--- src/rtl/core/tkud_pkg.sv ---
`timescale 1ns / 1ps
// ----------------------------------------------------------------------------
// tkud_pkg
// Shared key kinds, byte constants and result types for the terminal key
// UTF-8 decoder.
// ----------------------------------------------------------------------------
package tkud_pkg;

  localparam logic [2:0] KIND_CHAR      = 3'd0;
  localparam logic [2:0] KIND_ENTER     = 3'd1;
  localparam logic [2:0] KIND_BACKSPACE = 3'd2;
  localparam logic [2:0] KIND_ESCAPE    = 3'd3;
  localparam logic [2:0] KIND_UNSUPP    = 3'd4;
  localparam logic [2:0] KIND_BAD_LEAD  = 3'd5;
  localparam logic [2:0] KIND_BAD_TRAIL = 3'd6;
  localparam logic [2:0] KIND_OVERLONG  = 3'd7;

  localparam logic [7:0] BYTE_LF  = 8'h0A;
  localparam logic [7:0] BYTE_BS  = 8'h08;
  localparam logic [7:0] BYTE_DEL = 8'h7F;
  localparam logic [7:0] BYTE_ESC = 8'h1B;
  localparam logic [7:0] BYTE_SP  = 8'h20;

  localparam logic [20:0] LIMIT_2 = 21'h000080;
  localparam logic [20:0] LIMIT_3 = 21'h000800;
  localparam logic [20:0] LIMIT_4 = 21'h010000;

  typedef struct packed {
    logic [2:0]  kind;
    logic [20:0] cp;
  } result_t;

  typedef struct packed {
    logic    has_result;
    result_t res;
  } step_t;

endpackage

--- src/rtl/core/terminal_key_utf8_decoder_core.sv ---
`timescale 1ns / 1ps
// ----------------------------------------------------------------------------
// terminal_key_utf8_decoder_core
// Terminal byte stream to key words: UTF-8 decode with overlong check.
//
//   channel  signals                             dir
//   in       in_valid in_stall in_byte more_pending   sink
//   out      out_valid out_stall key_kind code_point   source
//   cfg      cfg_valid cfg_ready check_trailing        sink
//
// One byte per cycle sustained unless out stalls; a key word is loaded into the
// result register from the input register, through the decode logic.
// Reset clears the sequence state, both valid flags, and sets check_trailing.
// Bytes that finish no key advance even while out is stalled; a byte that
// finishes a key waits in the input register until the result register frees.
// ----------------------------------------------------------------------------
module terminal_key_utf8_decoder_core (
  input  logic        clk,
  input  logic        rst,
  input  logic        in_valid,
  output logic        in_stall,
  input  logic [7:0]  in_byte,
  input  logic        more_pending,
  output logic        out_valid,
  input  logic        out_stall,
  output logic [2:0]  key_kind,
  output logic [20:0] code_point,
  input  logic        cfg_valid,
  output logic        cfg_ready,
  input  logic        check_trailing
);

  logic              chk;
  logic              in_reg_valid;
  logic [7:0]        byte_r;
  logic              more_r;
  logic              advance;
  logic              out_ready;
  tkud_pkg::step_t   step;
  tkud_pkg::result_t res_out;

  assign cfg_ready = 1'b1;

  always_ff @(posedge clk) begin
    if (rst) begin
      chk <= 1'b1;
    end else if (cfg_valid && cfg_ready) begin
      chk <= check_trailing;
    end
  end

  assign advance  = in_reg_valid && (!step.has_result || out_ready);
  assign in_stall = in_reg_valid && !advance;

  always_ff @(posedge clk) begin
    if (rst) begin
      in_reg_valid <= 1'b0;
    end else if (!in_stall) begin
      in_reg_valid <= in_valid;
    end
  end

  always_ff @(posedge clk) begin
    if (in_valid && !in_stall) begin
      byte_r <= in_byte;
      more_r <= more_pending;
    end
  end

  tkud_step u_step (
    .clk            (clk),
    .rst            (rst),
    .advance        (advance),
    .byte_in        (byte_r),
    .more           (more_r),
    .check_trailing (chk),
    .step           (step)
  );

  tkud_out_reg u_out (
    .clk       (clk),
    .rst       (rst),
    .load      (advance && step.has_result),
    .res_in    (step.res),
    .out_stall (out_stall),
    .ready     (out_ready),
    .out_valid (out_valid),
    .res_out   (res_out)
  );

  assign key_kind   = res_out.kind;
  assign code_point = res_out.cp;

endmodule

--- src/rtl/core/tkud_step.sv ---
`timescale 1ns / 1ps
// ----------------------------------------------------------------------------
// tkud_step
// Sequence state and per-byte decode: lead bytes, continuation bytes,
// control keys and overlong check. State updates on advance.
// ----------------------------------------------------------------------------
module tkud_step (
  input  logic               clk,
  input  logic               rst,
  input  logic               advance,
  input  logic [7:0]         byte_in,
  input  logic               more,
  input  logic               check_trailing,
  output tkud_pkg::step_t    step
);

  logic [1:0]  bytes_left;
  logic [1:0]  seq_length;
  logic [20:0] partial_value;
  logic [1:0]  bytes_left_next;
  logic [1:0]  seq_length_next;
  logic [20:0] partial_value_next;

  logic [20:0] acc;
  logic [1:0]  left_dec;
  logic [20:0] limit;

  assign acc      = {partial_value[14:0], byte_in[5:0]};
  assign left_dec = bytes_left - 2'd1;

  always_comb begin
    unique case (seq_length)
      2'd3:    limit = tkud_pkg::LIMIT_4;
      2'd2:    limit = tkud_pkg::LIMIT_3;
      default: limit = tkud_pkg::LIMIT_2;
    endcase
  end

  always_comb begin
    bytes_left_next    = bytes_left;
    seq_length_next    = seq_length;
    partial_value_next = partial_value;
    step.has_result    = 1'b0;
    step.res.kind      = tkud_pkg::KIND_CHAR;
    step.res.cp        = '0;
    if (bytes_left != 2'd0) begin
      if (check_trailing && (byte_in[7:6] != 2'b10)) begin
        bytes_left_next    = 2'd0;
        seq_length_next    = 2'd0;
        partial_value_next = '0;
        step.has_result    = 1'b1;
        step.res.kind      = tkud_pkg::KIND_BAD_TRAIL;
      end else if (left_dec != 2'd0) begin
        bytes_left_next    = left_dec;
        partial_value_next = acc;
      end else begin
        bytes_left_next    = 2'd0;
        seq_length_next    = 2'd0;
        partial_value_next = '0;
        step.has_result    = 1'b1;
        if (acc < limit) begin
          step.res.kind = tkud_pkg::KIND_OVERLONG;
        end else begin
          step.res.cp = acc;
        end
      end
    end else begin
      step.has_result = 1'b1;
      priority if (byte_in == tkud_pkg::BYTE_LF) begin
        step.res.kind = tkud_pkg::KIND_ENTER;
      end else if (byte_in == tkud_pkg::BYTE_DEL || byte_in == tkud_pkg::BYTE_BS) begin
        step.res.kind = tkud_pkg::KIND_BACKSPACE;
      end else if (byte_in < tkud_pkg::BYTE_SP) begin
        if (!more && byte_in == tkud_pkg::BYTE_ESC) begin
          step.res.kind = tkud_pkg::KIND_ESCAPE;
        end else begin
          step.res.kind = tkud_pkg::KIND_UNSUPP;
        end
      end else if (byte_in[7:3] == 5'b11110) begin
        step.has_result    = 1'b0;
        bytes_left_next    = 2'd3;
        seq_length_next    = 2'd3;
        partial_value_next = {18'd0, byte_in[2:0]};
      end else if (byte_in[7:4] == 4'b1110) begin
        step.has_result    = 1'b0;
        bytes_left_next    = 2'd2;
        seq_length_next    = 2'd2;
        partial_value_next = {17'd0, byte_in[3:0]};
      end else if (byte_in[7:5] == 3'b110) begin
        step.has_result    = 1'b0;
        bytes_left_next    = 2'd1;
        seq_length_next    = 2'd1;
        partial_value_next = {16'd0, byte_in[4:0]};
      end else if (!byte_in[7]) begin
        step.res.cp = {13'd0, byte_in};
      end else begin
        step.res.kind = tkud_pkg::KIND_BAD_LEAD;
      end
    end
  end

  always_ff @(posedge clk) begin
    if (rst) begin
      bytes_left    <= 2'd0;
      seq_length    <= 2'd0;
      partial_value <= '0;
    end else if (advance) begin
      bytes_left    <= bytes_left_next;
      seq_length    <= seq_length_next;
      partial_value <= partial_value_next;
    end
  end

endmodule

--- src/rtl/core/tkud_out_reg.sv ---
`timescale 1ns / 1ps
// ----------------------------------------------------------------------------
// tkud_out_reg
// One-word result register with valid/stall handshake toward the sink.
// ----------------------------------------------------------------------------
module tkud_out_reg (
  input  logic                clk,
  input  logic                rst,
  input  logic                load,
  input  tkud_pkg::result_t   res_in,
  input  logic                out_stall,
  output logic                ready,
  output logic                out_valid,
  output tkud_pkg::result_t   res_out
);

  assign ready = !out_valid || !out_stall;

  always_ff @(posedge clk) begin
    if (rst) begin
      out_valid <= 1'b0;
    end else if (ready) begin
      out_valid <= load;
    end
  end

  always_ff @(posedge clk) begin
    if (ready && load) begin
      res_out <= res_in;
    end
  end

endmodule

--- config.mk ---
export PLATFORM = sky130hd
export DESIGN_NAME = terminal_key_utf8_decoder_core
export DESIGN_NICKNAME = d
export VERILOG_FILES = /design/src/rtl/core/tkud_pkg.sv /design/src/rtl/core/terminal_key_utf8_decoder_core.sv /design/src/rtl/core/tkud_step.sv /design/src/rtl/core/tkud_out_reg.sv
export SDC_FILE = /design/constraint.sdc
export NUM_CORES = 1
export LEC_CHECK = 0
export ABC_AREA = 1
export BUFFER_PORTS_ARGS = -buffer_cell sky130_fd_sc_hd__buf_2
export CAP_MARGIN = 25
export CORE_MARGIN = 3
export CORE_UTILIZATION = 45
export DETAILED_ROUTE_END_ITERATION = 10
export PLACE_DENSITY = 0.66
export SETUP_SLACK_MARGIN = 0.15
export SKIP_CTS_REPAIR_TIMING = 1
export SYNTH_ARGS = -nofsm -noshare
export SYNTH_HDL_FRONTEND = slang
export SYNTH_SLANG_ARGS = --single-unit
--- constraint.sdc ---
create_clock -name clk -period 2.1 [get_ports clk]
set_input_delay 0.21 -clock clk [delete_from_list [all_inputs] [get_ports clk]]
set_output_delay 0.21 -clock clk [all_outputs]
set_load 0.02 [all_outputs]
# After elaboration in Yosys (flattened, before gate mapping)
# Cells that the tools add are included.
# word_totals
reg_bits	55
output_inout_bits	27
# classes
n_eq_ne	14
reduce_logical	21
addsub	1
n_lt_le_gt_ge	2
mux	46
# ops
cell	n
$mux 15	9
$mux 21	5
$mux 24	3
$mux 25	2
$pmux 17 s2	1
$mux 2	12
$lt 21x17->1	1
$mux 3	6
$eq 8x4->1 const B	2
$eq 8x5->1 const B	1
$eq 8x7->1 const B	1
$lt 8x6->1 const B	1
$logic_and 1x1->1	7
$mux 7	1
$logic_not 1->1	6
$mux 1	6
$ne 2x1->1 const B	3
$reduce_and 6->1	1
$eq 5x5->1 const B	1
$reduce_and 5->1	1
$eq 2x2->1 const B	2
$eq 4x4->1 const B	1
$mux 4	1
$reduce_bool 2->1	2
other kinds (6)	8

# Depth between registers and ports, before layout
# Gate-level depths: netlist (run 1).
# logic_depth
depth_word	15
mapped_depth	12
mapped_depth_nobuf	12

# Modules after synthesis
# From an unflattened synthesis (run 1), not the netlist that was laid out.
# hier_totals
hier_cells	308
hier_area_um2	2628.8
# modules_own_cells
mod	area_each_um2	cells_each	n_inst	seq_area_each_um2
tkud_step	1475.2	252	1	380.4
tkud_out_reg	764.5	29	1	740.7
terminal_key_utf8_decoder_core	389.1	27	1	310.3

# Worst setup path after synthesis (run 1)
# Ideal clock, no wire load.
# synth_path
path_kind	register to register
start	register u_step.bytes_left[0]
end	register u_out.res_out[0] (netlist name)
path_slack_ps	225
path_stages_with_launch	9
required_time_ps	1721
arrival_ps	1496
synth_period_minus_slack_ps	1875
setup_ps	379
path_cell_list	dfxtp_1 inv_1 ha_1 nand2_1 inv_1 nand2_4 nand2_4 nand3_1 inv_1
# synth_via
elab_chain_len	10
elab_cells_between_ends	11
# synth_lines
item	line	text
from (decl)	tkud_step.sv:17	logic [1:0] bytes_left;
from (signal assigned)	tkud_step.sv:108	bytes_left <= bytes_left_next;
$sub 2x1->2	tkud_step.sv:29	assign left_dec = bytes_left - 2'd1;
$reduce_bool 2->1	tkud_step.sv:53	end else if (left_dec != 2'd0) begin
$mux 25	tkud_step.sv:53	
$mux 4	tkud_step.sv:47	if (check_trailing && (byte_in[7:6] != 2'b10)) begin
$mux 25 (*)	tkud_step.sv:46	if (bytes_left != 2'd0) begin
$logic_not 1->1	terminal_key_utf8_decoder_core.sv:52	assign advance = in_reg_valid && (!step.has_result || out_ready);
$logic_or 1x1->1	terminal_key_utf8_decoder_core.sv:52	
$logic_and 1x1->1	terminal_key_utf8_decoder_core.sv:52	
$logic_and 1x1->1 (*)	terminal_key_utf8_decoder_core.sv:83	.load (advance && step.has_result),
$logic_and 1x1->1 (*)	tkud_out_reg.sv:28	if (ready && load) begin
# Every way passes the cells marked *; elsewhere a longest branch is shown, timed or not.
# A chain may end at the register's enable or synchronous reset.

# Worst setup path in the final report (run 1)
# layout_path
start	register byte_r[7]
end	output in_stall
# layout_via
elab_chain_len	13
elab_cells_between_ends	23
# layout_lines
item	line	text
from (decl)	terminal_key_utf8_decoder_core.sv:35	logic [7:0] byte_r;
from (signal assigned)	terminal_key_utf8_decoder_core.sv:65	byte_r <= in_byte;
branches (longest 7 deep; another with $lt 8x6->1)	n/a	
$mux 25 (*)	tkud_step.sv:46	
$logic_not 1->1 (*)	terminal_key_utf8_decoder_core.sv:52	
$logic_or 1x1->1 (*)	terminal_key_utf8_decoder_core.sv:52	
$logic_and 1x1->1 (*)	terminal_key_utf8_decoder_core.sv:52	
$logic_not 1->1 (*)	terminal_key_utf8_decoder_core.sv:53	assign in_stall = in_reg_valid && !advance;
$logic_and 1x1->1 (*)	terminal_key_utf8_decoder_core.sv:53	
to (decl)	terminal_key_utf8_decoder_core.sv:21	output logic in_stall,
# Every way passes the cells marked *.

==> results.toml, run 1 <==
[setup_path]
worst-setup-path-type = "flop to output pin"
startpoint_type = "flop"
crit_path_end_kind = "output pin"
worstPathArrival_ns = 1.66
cp_max_fo = 5
worstPathRequired_ns = 1.89

[sta]
hold_viol_final = 0
drv_slew = 0
fmax_mhz = 535
finClkSkew_ns = 0.00976
setup_viol = 0
fin_crit_ns = 1.87
rsz0062_at_grt = "true"
setup_tns_ns = 0
worst_hold_slack_ns = 0.0725
fin_crit_sh_pct = 89.0

[floorplan]
io_pins = 42
core-area_mm2 = 0.00527
dieArea_mm2 = 0.00655
rows = 26
initial_core_util_pct = 47.9
die_y_um = 80.9
die_w_um = 80.9

[synthesis]
syn_avg_cell_area_um2 = 8.80
synthCells = 287
yosysWarnings = 0
ys_seq_elements = 55
ys_top_cells_by_area = "edfxtp_1, dfxtp_1, nor2_1"
synth_cell_types = 27
synth_area_mm2 = 0.00252
ys_seq_area_share_pct = 56.7
netlist.area_leader.share_pct = 39.2
yosys.area.top_type = "edfxtp_1"
syn_nets = 306

[global_route]
grt_max_degree = 27
grt_pass1_vias = 1908
antenna_found_initial = 0
grt_pass1_wl_mm = 8.58
grt_use_total_pct = 17.0
grt_overflow = 0

[finish]
fin_nets = 356
final_core_util_pct = 57.5
final_cell_mix = "nor2_1, nand2_1, buf_2"
layout_commonest_cell = "nor2_1"
areaGrowthSynthToFinish_pct = 19.9
antenna_cells = 0
n_fill_cell = 487
drive_above_1_share_pct = 24.6

[cts]
clk_pin_slew_ns = 0.09
cts_buffers = 5
clockBufferDepth = 2
h-tree-depth = 2
clock_sinks = 55
cts_root_buf = "clkbuf_8"
worstSkewPairLatency_ns = 0.31
cts_tree = "done"

[status]
status = "finished, final reports clean"

[drt]
via_per_inst = 4.88
wirelength_mm = 5.12
drtPass1Iterations = 4
num_vias = 1991
wl_per_cell_um = 12.5
route.detailed.drc = 0
wl_met2_mm = 2.51
drt.antenna.violating_nets = 0
wl_met1_mm = 2.23
top_layer_used = "met4"
met3WireLength_um = 280
drt-initial-drc-count = 79

[pwr]
irDropWorstVdd_uv = 409
p_per_area_mw_per_mm2 = 735
p_leak_nw = 1.33

[placed_design]
portBuffers = 40
dpl.hpwl_mm = 3.73
gp_congestion = 0.908

[job]
maxCapViolCount = 0

[min_path]
hp-class = "input port to flop"
-- stage by stage --
stage          instance area (µm²)  setup WS [ns]  instances  power [mW]
2_1_floorplan                 2520          0.225        287        1.45
3_3_place_gp                  2820          0.192        393        1.53
3_5_place_dp                  2820          0.167        393        1.54
4_1_cts                       2930          0.103        401        2.22
5_1_grt                       3030          0.105        408        2.34
6_report                      3030          0.231        408        2.23
-- synthesized netlist by cell type --
cell type,count
nand2_1,50
nor2_2,1
clkbuf_1,3
a21oi_1,19
buf_6,3
nand3_4,1
nor2_4,1
inv_2,2
edfxtp_1,33
ha_1,4
nor2_1,51
dfxtp_1,22
o21ai_1,14
nor3_1,5
conb_1,1
buf_2,3
nand2_4,3
nand4_1,9
nand2_2,2
or2_2,1
buf_4,1
nand3_1,13
o211ai_1,1
o21ai_2,1
inv_1,37
o21ai_0,5
o22ai_1,1
-- kinds of logic (layout without fill, tap and decap cells) --
| family | count (synthesis) | count (layout) | share of synthesized area (%) |
|---|---|---|---|
| other | 1 | 1 | 0.149 |
| DFF | 55 | 55 | 56.7 |
| AOI/OAI and AO/OA | 41 | 41 | 8.42 |
| buffers and inverters | 49 | 100 | 8.47 |
| and+or+nand+nor | 137 | 137 | 24.3 |
| adders and majority gates | 4 | 4 | 1.98 |
-- path summary, 6_finish.rpt --
| check | start | to | slack (ns) | cells after the start |
|---|---|---|---|---|
| max reg2reg | u_step.seq_length[1]$_SDFFE_PP0P_ | u_out.res_out[3]$_DFFE_PP_ | 0.28 | 9 |
| min reg2reg | u_step.bytes_left[1]$_SDFFE_PP0P_ | u_step.bytes_left[1]$_SDFFE_PP0P_ | 0.47 | 2 |
| max | byte_r[7]$_DFFE_PP_ | in_stall | 0.23 | 8 |
| min | in_byte[2] | byte_r[2]$_DFFE_PP_ | 0.07 | 1 |
-- routing by layer --
| layer | GRT usage, % | vias to the layer above |
|---|---|---|
| met5 | 0 | - |
| met4 | 7.26 | 0 |
| met3 | 4.10 | 10 |
| met2 | 27.6 | 55 |
| met1 | 21.6 | 894 |
| li1 | - | 1032 |
-- layout make-up --
cell class | instances | area [µm²] | area share (%)
Inverter | 39 | 146 | 4.83
Clock inverter | 3 | 42.5 | 1.40
Tap cell | 70 | 87.6 | 2.89
Clock buffer | 5 | 68.8 | 2.27
Sequential cell | 55 | 1440 | 47.5
Multi-Input combinational cell | 183 | 915 | 30.2
Timing Repair Buffer | 53 | 330 | 10.9
-- critical path: stages (launching register included) --
cell and delay [ns]:
edfxtp_1 0.49, inv_2 0.15, nor2_4 0.06, o21ai_2 0.11
nand2_4 0.12, nand2_4 0.10, nand3_1 0.10, inv_1 0.07
buf_2 0.15
-- where the power goes --
part,internal [mW],leakage [nW],switching (mW)
logic,0.108,0.787,0.197
registers,1.20,0.490,0.0244
clock network,0.356,0.0562,0.341
-- sequential cells by signal, indices dropped and copies added (netlist names) --
register,cells
byte_r,8
u_step.bytes_left,2
u_step.seq_length,2
u_step.partial_value,15
more_r,1
u_out.out_valid,1
in_reg_valid,1
chk,1
u_out.res_out,24
(Power assumes the default switching activity.)
==> run 2: changes to the inputs <==
--- a/config.mk
+++ b/config.mk
@@ -11,7 +11,7 @@
 export CORE_MARGIN = 3
 export CORE_UTILIZATION = 45
 export DETAILED_ROUTE_END_ITERATION = 10
-export PLACE_DENSITY = 0.66
+export PLACE_DENSITY = 0.74
 export SETUP_SLACK_MARGIN = 0.15
 export SKIP_CTS_REPAIR_TIMING = 1
 export SYNTH_ARGS = -nofsm -noshare
==> run 2 against run 1 <==
Compared with the run above:
- via count decreased by 0.60%
- core utilization shrank 0.095 points
- sequential power about the same
- sequential share of layout area hardly changed
- critical path depth decreased by 1
- wire length down 0.43%
- hold slack gained 0.0034 ns
- die area did not move
- critical path type unchanged
==> results.toml, run 2 (synthesized netlist as in run 1, its figures left out) <==
[drt]
num_vias = 1979
route.detailed.drc = 0
wl_per_cell_um = 12.6
drtPass1Iterations = 5
drt.antenna.violating_nets = 0
via_per_inst = 4.91
drt-initial-drc-count = 121
wirelength_mm = 5.09

[floorplan]
die_y_um = 80.9
rows = 26
core-area_mm2 = 0.00527
die_w_um = 80.9
initial_core_util_pct = 47.9
io_pins = 42
dieArea_mm2 = 0.00655

[global_route]
grt-busiest-layer = "met2"
grt_pass1_wl_mm = 8.22
antenna_found_initial = 0
grt_pass1_vias = 1812
grt_overflow = 0
met2_usage_pct = 27.4
met1_usage_pct = 20.7
grtUsageMet3_pct = 3.33
grt_max_degree = 25
grt_use_total_pct = 16.4

[finish]
antenna_cells = 0
drive_above_1_share_pct = 24.3
final_cell_mix = "nor2_1, nand2_1, buf_2"
reg_top3 = "u_out.res_out: 24 flops, u_step.partial_value: 15 flops, byte_r: 8 flops"
fin_nets = 351
n_fill_cell = 498
areaGrowthSynthToFinish_pct = 19.7
top_register = "u_out.res_out"
largest_reg_flops = 24
layout_commonest_cell = "nor2_1"

[cts]
cts_buffers = 5
cts_tree = "done"
clockBufferDepth = 2
clock_sinks = 55
cts_root_buf = "clkbuf_8"
worstSkewPairLatency_ns = 0.31
h-tree-depth = 2
clk_pin_slew_ns = 0.09

[sta]
hold_viol_final = 0
drv_slew = 0
setup_viol = 0
fin_crit_ns = 1.86
rsz0062_at_grt = "true"
setup_tns_ns = 0
worst_hold_slack_ns = 0.0759
fmax_mhz = 537
finClkSkew_ns = 0.00760
fin_crit_sh_pct = 88.7

[min_path]
min_path_cells = 1
hp-class = "input port to flop"

[setup_path]
worst-setup-path-type = "flop to output pin"
crit_path_top_delay_cell = "edfxtp_1"
r2r_cells = 9
setup.worst_path.end = "in_stall"
worstReg2RegStart = "u_step.seq_length[1]$_SDFFE_PP0P_"
crit_path_end_kind = "output pin"
startpoint_type = "flop"
reg2reg_to = "u_out.res_out[1]$_DFFE_PP_"
worstPathArrival_ns = 1.65
cpPeakStageDelay_ns = 0.48
cp-startpoint = "byte_r[4]$_DFFE_PP_"
cp_common_cell = "nand2_4"
cp_max_fo = 5
rrSetupSlack_ns = 0.32
worstPathRequired_ns = 1.89
cp_cell_sequence = "inv_2 -> o21ai_2 -> nand2_4 -> nand2_4 -> nand3_2 -> inv_1 -> buf_2"

[placed_design]
gp_congestion = 0.908
portBuffers = 40
dpl.hpwl_mm = 3.61

[pwr]
total_power_mw = 2.24
p_leak_nw = 1.32
p_per_area_mw_per_mm2 = 740
irDropWorstVdd_uv = 347

[job]
maxCapViolCount = 0

[status]
status = "finished, final reports clean"
## run 2: cell types whose count changed in the layout (fill, tap and decap cells not counted), moves of 2 or more
| cell | change |
|---|---|
| buf_4 | -4 |
| buf_6 | -2 |
| inv_2 | -2 |
| nand3_1 | -2 |
| nand3_2 | +2 |
## run 2: where the power goes
part / internal [mW] / switching (mW) / total, mW
combinational: 0.101 / 0.197 / 0.298
sequential: 1.20 / 0.0246 / 1.23
clock: 0.386 / 0.327 / 0.713
## run 2: layer usage
layer / part of all wire (%) / up-vias
li1: - / 1025
met1: 46 / 893
met2: 47 / 54
met3: 4.7 / 7
met4: 1.9 / 0
met5: 0 / -
## run 2: layout make-up
| cell class | count | area (µm²) | share of cell area [%] |
|---|---|---|---|
| multi-input cells | 183 | 927 | 30.7 |
| inverters | 39 | 153 | 5.05 |
| flip-flops and latches | 55 | 1440 | 47.5 |
| clock inverters | 2 | 35.0 | 1.16 |
| well taps | 70 | 87.6 | 2.90 |
| clock buffers | 6 | 82.6 | 2.73 |
| repair buffers | 48 | 303 | 10.0 |
## run 2: worst max-delay path, delay by kind of cell, from the launching register on
kind / cells / cell delay (ns)
compound gates: 1 / 0.25
buf+inv: 3 / 0.32
flops: 1 / 0.48
simple gates: 3 / 0.31
## run 2: metrics by stage
step                area (µm²)  worst slack, ns  util [%]  std cells
floorplan                 2520            0.225         -        287
global placement          2800            0.252      53.0        392
detailed placement        2800            0.154      53.0        392
CTS                       2910          -0.0423      55.3        400
global route              3020            0.133      57.4        403
finish                    3020            0.238      57.4        403
## run 2: worst min-delay path by stage
stage | from | to | slack, ns
floorplan | rst | u_step.seq_length[0]$_SDFFE_PP0P_ | 0.28
global placement | in_byte[1] | byte_r[1]$_DFFE_PP_ | 0.39
detailed placement | in_byte[7] | byte_r[7]$_DFFE_PP_ | 0.39
CTS | in_byte[7] | byte_r[7]$_DFFE_PP_ | 0.07
global route | in_byte[1] | byte_r[1]$_DFFE_PP_ | 0.06
finish | in_byte[7] | byte_r[7]$_DFFE_PP_ | 0.08
==> run 3: changes to the inputs <==
==> constraint.sdc (replaced) <==
create_clock -name clk -period 2.1 [get_ports clk]
set_input_delay 0.42 -clock clk [delete_from_list [all_inputs] [get_ports clk]]
set_output_delay 0.42 -clock clk [all_outputs]
set_load 0.02 [all_outputs]
==> run 3 against run 2 <==
Compared with the run above:
- first-iteration DRC count rose by 8.3%
- worst setup slack got worse by 0.055 ns
- wire length rose by 4.9%
- critical path depth rose by 2
- register-to-register slack got worse by 0.07 ns
- hold slack improved by 0.20 ns
- clock power fell by 18%
- critical path type unchanged
- critical endpoint unchanged
- largest cell class unchanged
==> results.toml, run 3 (synthesized netlist as in run 1, its figures left out) <==
[finish]
regArea_mm2 = 0.00144
design_area_mm2 = 0.00307
areaGrowthSynthToFinish_pct = 21.8
largest_reg_flops = 24
antenna_cells = 0
reg_top3 = "u_out.res_out: 24 flops, u_step.partial_value: 15 flops, byte_r: 8 flops"
top_register = "u_out.res_out"
final_cell_mix = "nor2_1, nand2_1, buf_2"
n_fill_cell = 488
multiInputGateArea_um2 = 941
final_core_util_pct = 58.3
fin_nets = 363
drive_above_1_share_pct = 27.8
instances_no_fill = 415
layout_commonest_cell = "nor2_1"

[floorplan]
initial_core_util_pct = 47.9
io_pins = 42
dieArea_mm2 = 0.00655
die_y_um = 80.9
die_w_um = 80.9
core-area_mm2 = 0.00527
rows = 26

[setup_path]
startpoint_type = "flop"
worst-setup-path-type = "flop to output pin"
worstPathArrival_ns = 1.50
cp_max_fo = 4
crit_path_end_kind = "output pin"
worstPathRequired_ns = 1.68

[cts]
clk_pin_slew_ns = 0.09
clockBufferDepth = 2
worstSkewPairLatency_ns = 0.32
clock_sinks = 55
cts_buffers = 5
cts_tree = "done"
h-tree-depth = 2
cts_root_buf = "clkbuf_8"

[min_path]
hp-class = "input port to flop"

[status]
status = "finished, final reports clean"

[placed_design]
dpl_cell_area_mm2 = 0.00282
portBuffers = 40
gp_congestion = 0.912
dp.cells = 395
dpl.hpwl_mm = 3.66

[drt]
drtPass1Iterations = 4
num_vias = 2054
drt.antenna.violating_nets = 0
drt-initial-drc-count = 131
route.detailed.drc = 0
via_per_inst = 4.95
wirelength_mm = 5.35
wl_per_cell_um = 12.9

[sta]
finClkSkew_ns = 0.0105
drv_slew = 0
fin_crit_ns = 1.92
fin_crit_sh_pct = 91.3
rsz0062_at_grt = "true"
hold_viol_final = 0
fmax_mhz = 522
setup_viol = 0

[pwr]
total_power_mw = 2.13
p_leak_nw = 1.35
p_per_area_mw_per_mm2 = 694
irDropWorstVdd_uv = 313

[global_route]
grt_pass1_vias = 1805
grt_pass1_wl_mm = 8.38
antenna_found_initial = 0
grt_max_degree = 25
grt_overflow = 0
grt_use_total_pct = 16.7

[job]
maxCapViolCount = 0
[run 3: changes by cell type in the layout (fill, tap and decap cells not counted), moves of 2 or more]
cell and delta:
buf_6 +2, buf_4 +12, inv_2 +6, nand2_4 +2
inv_1 -4
[run 3: cell type report]
type	instances	share of cell area (%)
multi-input cells	183	30.6
flip-flops and latches	55	46.8
clock buffers	5	2.24
well taps	70	2.85
repair buffers	60	12.1
inverters	39	4.76
clock inverters	3	0.651
[run 3: path summary, 6_finish.rpt]
path,start,slack [ns],end,cells after the start
max reg2reg,u_step.seq_length[1]$_SDFFE_PP0P_,0.25,u_out.res_out[14]$_SDFFCE_PP0P_,9
min,in_byte[6],0.28,byte_r[6]$_DFFE_PP_,1
max,byte_r[6]$_DFFE_PP_,0.18,in_stall,9
min reg2reg,u_step.partial_value[14]$_SDFFE_PP0P_,0.49,u_step.partial_value[14]$_SDFFE_PP0P_,2
[run 3: power breakdown]
part           internal [mW]  leakage, nW  switching, mW
sequential              1.20        0.490         0.0255
clock                  0.233       0.0418          0.352
combinational          0.117        0.822          0.207
[run 3: per-layer routing]
layer  wire length (µm)  up-vias  part of all wire [%]  GRT usage (%)
li1                   -     1045                     -              -
met1               2350      933                    44           21.8
met2               2580       65                    48           26.8
met3                313       11                   5.9           3.66
met4                 96        0                   1.8           6.59
met5                  0        -                     0              0
[run 3: worst max-delay path: stages, from the launching register on]
cell and delay, ns:
edfxtp_1 0.48, inv_2 0.09, nand2_1 0.07, nand2_2 0.11, nand2_4 0.06, nand2_4 0.07, nand2_4 0.07, nand3_4 0.07
inv_2 0.04, buf_6 0.12
[run 3: per-stage QoR]
step / hold slack [ns] / setup WS (ns) / TNS (ns)
after floorplan: 0.443 / 0.225 / 0
after global placement: 0.458 / 0.211 / 0
after detailed placement: 0.462 / 0.197 / 0
after CTS: 0.269 / -0.0392 / -0.0392
after global routing: 0.261 / 0.0851 / 0
final: 0.278 / 0.183 / 0
